--- src/mcrdt_pkg.sv ---
package mcrdt_pkg;

  localparam int DUTY_BITS  = 7;
  localparam int COUNT_BITS = 26;
  localparam int MS_BITS    = 8;
  localparam int IN_BITS    = 8;

  localparam logic [DUTY_BITS-1:0] DUTY_MAX = 7'd100;

  // output word: levels then changed mask, padded to whole bytes
  function automatic int out_bits(input int channels);
    return ((2 * channels + 7) >> 3) << 3;
  endfunction

endpackage

--- src/multi_channel_relay_duty_timer_core.sv ---
// Channel  | Signals                          | Word
// ---------+----------------------------------+------------------------------------
// input    | s_tvalid s_tready s_tdata        | ms_passed
// output   | m_tvalid m_tready m_tdata        | relay_levels, changed_mask
// config   | psel penable pwrite paddr pwdata | channel settings, then on_level
//
// One word a cycle while the output does not stall: an input register, then
// one pass through the per-channel add, saturate, multiply and compare into the
// result register. Reset clears counters to expired, levels to off and channel
// settings to zero, and sets on_level. An output stall holds the result; the input
// register still fills behind it.
module multi_channel_relay_duty_timer_core
  import mcrdt_pkg::*;
#(
  parameter int CHANNELS    = 4,
  parameter int PERIOD_BITS = 16
) (
  input  logic                          clk,
  input  logic                          rst,
  input  logic                          s_tvalid,
  output logic                          s_tready,
  input  logic [IN_BITS-1:0]            s_tdata,   // [7:0] ms_passed
  output logic                          m_tvalid,
  input  logic                          m_tready,
  output logic [out_bits(CHANNELS)-1:0] m_tdata,   // relay_levels, changed_mask, zero pad
  input  logic                          psel,
  input  logic                          penable,
  input  logic                          pwrite,
  input  logic [$clog2(4*(CHANNELS+1))-1:0] paddr,
  input  logic [31:0]                   pwdata,
  output logic [31:0]                   prdata,
  output logic                          pready
);

  localparam int AW = $clog2(4 * (CHANNELS + 1));
  localparam int IW = AW - 2;
  localparam int SW = DUTY_BITS + PERIOD_BITS;
  localparam int PW = DUTY_BITS + PERIOD_BITS;
  localparam int LW = PW + 4;
  localparam int CW = (COUNT_BITS > LW) ? COUNT_BITS : LW;
  localparam int OW = out_bits(CHANNELS);
  localparam logic [IW-1:0] ON_LEVEL_IDX = IW'(CHANNELS);

  logic [SW-1:0]         setting [CHANNELS];
  logic                  on_level;
  logic [CHANNELS-1:0]   level;
  logic [COUNT_BITS-1:0] elapsed [CHANNELS];
  logic [COUNT_BITS-1:0] cnt     [CHANNELS];
  logic [CHANNELS-1:0]   hit;

  logic                  in_valid;
  logic [MS_BITS-1:0]    in_ms;
  logic                  out_valid;
  logic [CHANNELS-1:0]   out_levels;
  logic [CHANNELS-1:0]   out_changed;

  logic                  out_free;
  logic                  advance;
  logic                  wr;
  logic [IW-1:0]         idx;

  assign pready   = 1'b1;
  assign wr       = psel & penable & pwrite;
  assign idx      = paddr[AW-1:2];

  assign out_free = ~out_valid | m_tready;
  assign advance  = in_valid & out_free;
  assign s_tready = ~in_valid | out_free;
  assign m_tvalid = out_valid;
  assign m_tdata  = OW'({out_changed, out_levels});

  // register file
  always_ff @(posedge clk) begin
    if (rst) begin
      on_level <= 1'b1;
      for (int i = 0; i < CHANNELS; i++) setting[i] <= '0;
    end else if (wr) begin
      for (int i = 0; i < CHANNELS; i++) begin
        if (idx == IW'(i)) setting[i] <= pwdata[SW-1:0];
      end
      if (idx == ON_LEVEL_IDX) on_level <= pwdata[0];
    end
  end

  always_comb begin
    prdata = '0;
    for (int i = 0; i < CHANNELS; i++) begin
      if (idx == IW'(i)) prdata = 32'(setting[i]);
    end
    if (idx == ON_LEVEL_IDX) prdata = 32'(on_level);
  end

  // per-channel phase compare
  for (genvar g = 0; g < CHANNELS; g++) begin : g_ch
    logic [DUTY_BITS-1:0]   duty_raw;
    logic [DUTY_BITS-1:0]   duty;
    logic [PERIOD_BITS-1:0] period;
    logic [DUTY_BITS-1:0]   pct;
    logic [PW-1:0]          prod;
    logic [LW-1:0]          limit;
    logic [COUNT_BITS:0]    sum;

    assign duty_raw = setting[g][DUTY_BITS-1:0];
    assign duty     = (duty_raw > DUTY_MAX) ? DUTY_MAX : duty_raw;
    assign period   = setting[g][SW-1:DUTY_BITS];
    assign pct      = (level[g] == on_level) ? duty : DUTY_MAX - duty;
    assign prod     = PW'(pct) * PW'(period);
    // x10 as x8 + x2
    assign limit    = (LW'(prod) << 3) + (LW'(prod) << 1);
    assign sum      = {1'b0, elapsed[g]} + (COUNT_BITS+1)'(in_ms);
    assign cnt[g]   = sum[COUNT_BITS] ? '1 : sum[COUNT_BITS-1:0];
    assign hit[g]   = (duty != '0) && (CW'(cnt[g]) >= CW'(limit));
  end

  always_ff @(posedge clk) begin
    if (rst) begin
      level <= '0;
      for (int i = 0; i < CHANNELS; i++) elapsed[i] <= '1;
    end else if (advance) begin
      level <= level ^ hit;
      for (int i = 0; i < CHANNELS; i++) elapsed[i] <= hit[i] ? '0 : cnt[i];
    end
  end

  // input and result registers
  always_ff @(posedge clk) begin
    if (rst) begin
      in_valid  <= 1'b0;
      out_valid <= 1'b0;
    end else begin
      if (s_tready) in_valid <= s_tvalid;
      if (out_free) out_valid <= in_valid;
    end
  end

  always_ff @(posedge clk) begin
    if (s_tvalid && s_tready) in_ms <= s_tdata[MS_BITS-1:0];
    if (advance) begin
      out_levels  <= level ^ hit;
      out_changed <= hit;
    end
  end

endmodule

--- config.mk ---
export PLATFORM = sky130hd
export DESIGN_NAME = multi_channel_relay_duty_timer_core
export DESIGN_NICKNAME = d
export VERILOG_FILES = /design/src/mcrdt_pkg.sv /design/src/multi_channel_relay_duty_timer_core.sv
export SDC_FILE = /design/constraint.sdc
export NUM_CORES = 2
export LEC_CHECK = 0
export BUFFER_PORTS_ARGS = -buffer_cell sky130_fd_sc_hd__buf_2
export CAP_MARGIN = 20
export CORE_MARGIN = 3
export CORE_UTILIZATION = 55
export CTS_CLUSTER_DIAMETER = 50
export DETAILED_ROUTE_END_ITERATION = 12
export MAX_ROUTING_LAYER = met4
export PLACE_DENSITY = 0.74
export SETUP_SLACK_MARGIN = 0.5
export SYNTH_ARGS = -nofsm -noshare
export SYNTH_HDL_FRONTEND = slang
export SYNTH_SLANG_ARGS = --single-unit
--- constraint.sdc ---
create_clock -name clk -period 10.3 [get_ports clk]
set_input_delay 1.545 -clock clk [delete_from_list [all_inputs] [get_ports clk]]
set_output_delay 1.545 -clock clk [all_outputs]
set_load 0.1 [all_outputs]
==> flow_summary.ini <==
[outcome]
outcome = completed

[clock_network]
clock-sinks = 219
clock_latency_ns = 0.55
clk_pin_slew_ns = 0.06
htreeDepth = 2
root_buffer = clkbuf_16
cts_made_buffers = 39
clk_path_buf_depth = 3
cts_tree = yes

[global_route]
grt_busiest_layer = met2
grt_pass1_wl_um = 142000
grt_max_degree = 62
grt_use_met2_pct = 47.5
grtUsageMet1_pct = 34.6
met3_usage_pct = 3.56
grt_pass1_vias = 28100
grt_usage_pct = 28.2
overflow = 0
antenna_found_initial = 5

[logic_synthesis]
netlist_top_cells_area = edfxtp_1 19%, fa_1 17%, ha_1 14%
seq_area_frac_synth_pct = 19.2
ys.flop_type = edfxtp_1
ys_types = 96
yosys.area.top_type = edfxtp_1
yosys_warnings = 0
synth_top_area_share_pct = 18.7
syn_area_per_cell_um2 = 9.00
async_reset_ff_share_pct = 0
synthCells = 3773
synth_area_um2 = 34000
synth_most_common_cell = and2_1
ys_ff_latch = 219
netlist_top_cells_count = 389 x and2_1, 372 x ha_1, 369 x inv_1
synth_edf_count = 212

[critical_path]
cpMostUsedCell = a21o_1
r2r_slack_ns = 0.66
crit_slowest_cell = or4_4
crit_arrival_ns = 9.93
critical_path_class = reg2reg
worstPathRequired_ns = 10.59
crit_path_max_fanout = 7
critical-path-max-stage-delay_ns = 0.54
startpoint_type = register
worstSetupEndpointType = register

[routing]
vias_per_cell = 6.01
ant_nets = 0
dr_total_vias = 28900
first_iter_violations = 2071
route.detailed.wl_per_inst_um = 19.2
drt_first_pass_iters = 5
routed_wl_um = 92300
drc = 0

[place]
placed_area_um2 = 35700
gp_congestion = 0.937
port_buffers = 73
dpl.cell_count = 4613
dp_worst_setup_slack_ns = -0.202
place_hpwl_um = 68100

[timing]
worst_pin_slew_ns = 1.16
hold_viol = 0
rsz0062_at_grt = true
setup_viol = 0
relSlewSlack_pct = 22.8
max_freq_ghz = 0.104
post-route-min-period_ns = 9.64
fin_crit_sh_pct = 93.6
drv_slew = 0
finalClockSkew_ns = 0.0158
setup_slack_ns = 0.658

[floorplan]
die_w_um = 255
die_h_um = 255
fp.coreArea_um2 = 60700
pin_count = 95
start_util_pct = 56.0
rows = 90
die_area_um2 = 64800

[layout]
fin_util_pct = 65.7
design_area_um2 = 39800
drive_gt1_share_pct = 18.0
syn2layout_area_growth_pct = 17.3
fill_cells = 4757
final_cells = 4804
nNetsFinal = 4700

[flow_run]
cap_viol_max_count = 0

[worst_hold_path]
hold_path_class = reg2reg
[worst max-delay path, delay by kind of cell (launching register included)]
kind / cells / cell delay (ns)
XOR/XNOR: 1 / 0.17
AO/OA/AOI/OAI: 22 / 3.76
adder cells (fa/ha/maj): 7 / 2.78
AND/OR/NAND/NOR: 9 / 1.58
flip-flops: 1 / 0.42
buffers and inverters: 7 / 0.65
[what timing repair did]
item | in CTS | in global routing
cloned | 3 | 6
hold buffers | 0 | 0
pin swaps | 25 | 212
gates resized for setup | 78 | 327
setup endpoints to repair | 116 | 116
setup buffers | 23 | 87
[registers in the layout (all words and copies together), names as in the netlist]
name         count
setting         92
on_level         1
m_tvalid         1
level            4
in_ms            8
out_levels       4
out_changed      4
in_valid         1
elapsed        104
[layout by cell type (no fill, tap or decap), drive strengths merged, types with 78 or more instances in the layout]
master / instances
a21o: 78
a21oi: 191
and2: 390
and3: 82
buf: 288
edfxtp: 212
fa: 284
ha: 372
inv: 380
nand2: 281
nor2: 161
nor2b: 118
o21ai: 207
xnor2: 141
xor2: 87
[per-layer routing]
metal  vias to the layer above  share of wire (%)
li1                      13500                  -
met1                     14200                 40
met2                       947                 50
met3                       238                6.3
met4                         0                4.1
met5                         -                  0
[path summary, 6_finish.rpt]
| path | start | endpoint | cells after the start |
|---|---|---|---|
| min | in_valid$_SDFFE_PP0N_ | m_tvalid$_SDFFE_PP0P_ | 2 |
| max | setting[2][0]$_SDFFCE_PN0P_ | elapsed[2][13]$_SDFFCE_PN1P_ | 46 |
| min reg2reg | in_valid$_SDFFE_PP0N_ | m_tvalid$_SDFFE_PP0P_ | 2 |
| max reg2reg | setting[2][0]$_SDFFCE_PN0P_ | elapsed[2][13]$_SDFFCE_PN1P_ | 46 |
[kinds of logic (layout without fill, tap and decap cells)]
logic type	after synthesis	in the layout	share of synthesized area (%)
fa+ha+maj	659	659	30.5
mux	46	46	2.24
buf+inv	496	733	5.75
simple gates	1339	1339	21.2
flops	219	219	19.2
compound gates	784	786	15.2
xor+xnor	228	228	5.90
other cells	2	12	0.0221
[stage by stage]
step,setup TNS [ns],hold slack [ns]
global route,0,0.563
detailed placement,-3.28,0.531
global placement,-0.0412,0.530
finish,0,0.535
CTS,0,0.541
floorplan,0,0.487
[cell type report]
class	instances	area, um2	area share [%]
clock buffer	43	991	2.49
timing repair buffer	293	2250	5.65
antenna	2	5.00	0.0126
clock inverter	26	282	0.707
tap	782	978	2.46
inverter	371	1400	3.51
sequential	219	6510	16.3
multi-input combinational	3068	27400	68.9
Power is left out: the tool's default activity adds up to more than one toggle a clock period on the data nets, which glitch-free logic cannot reach.
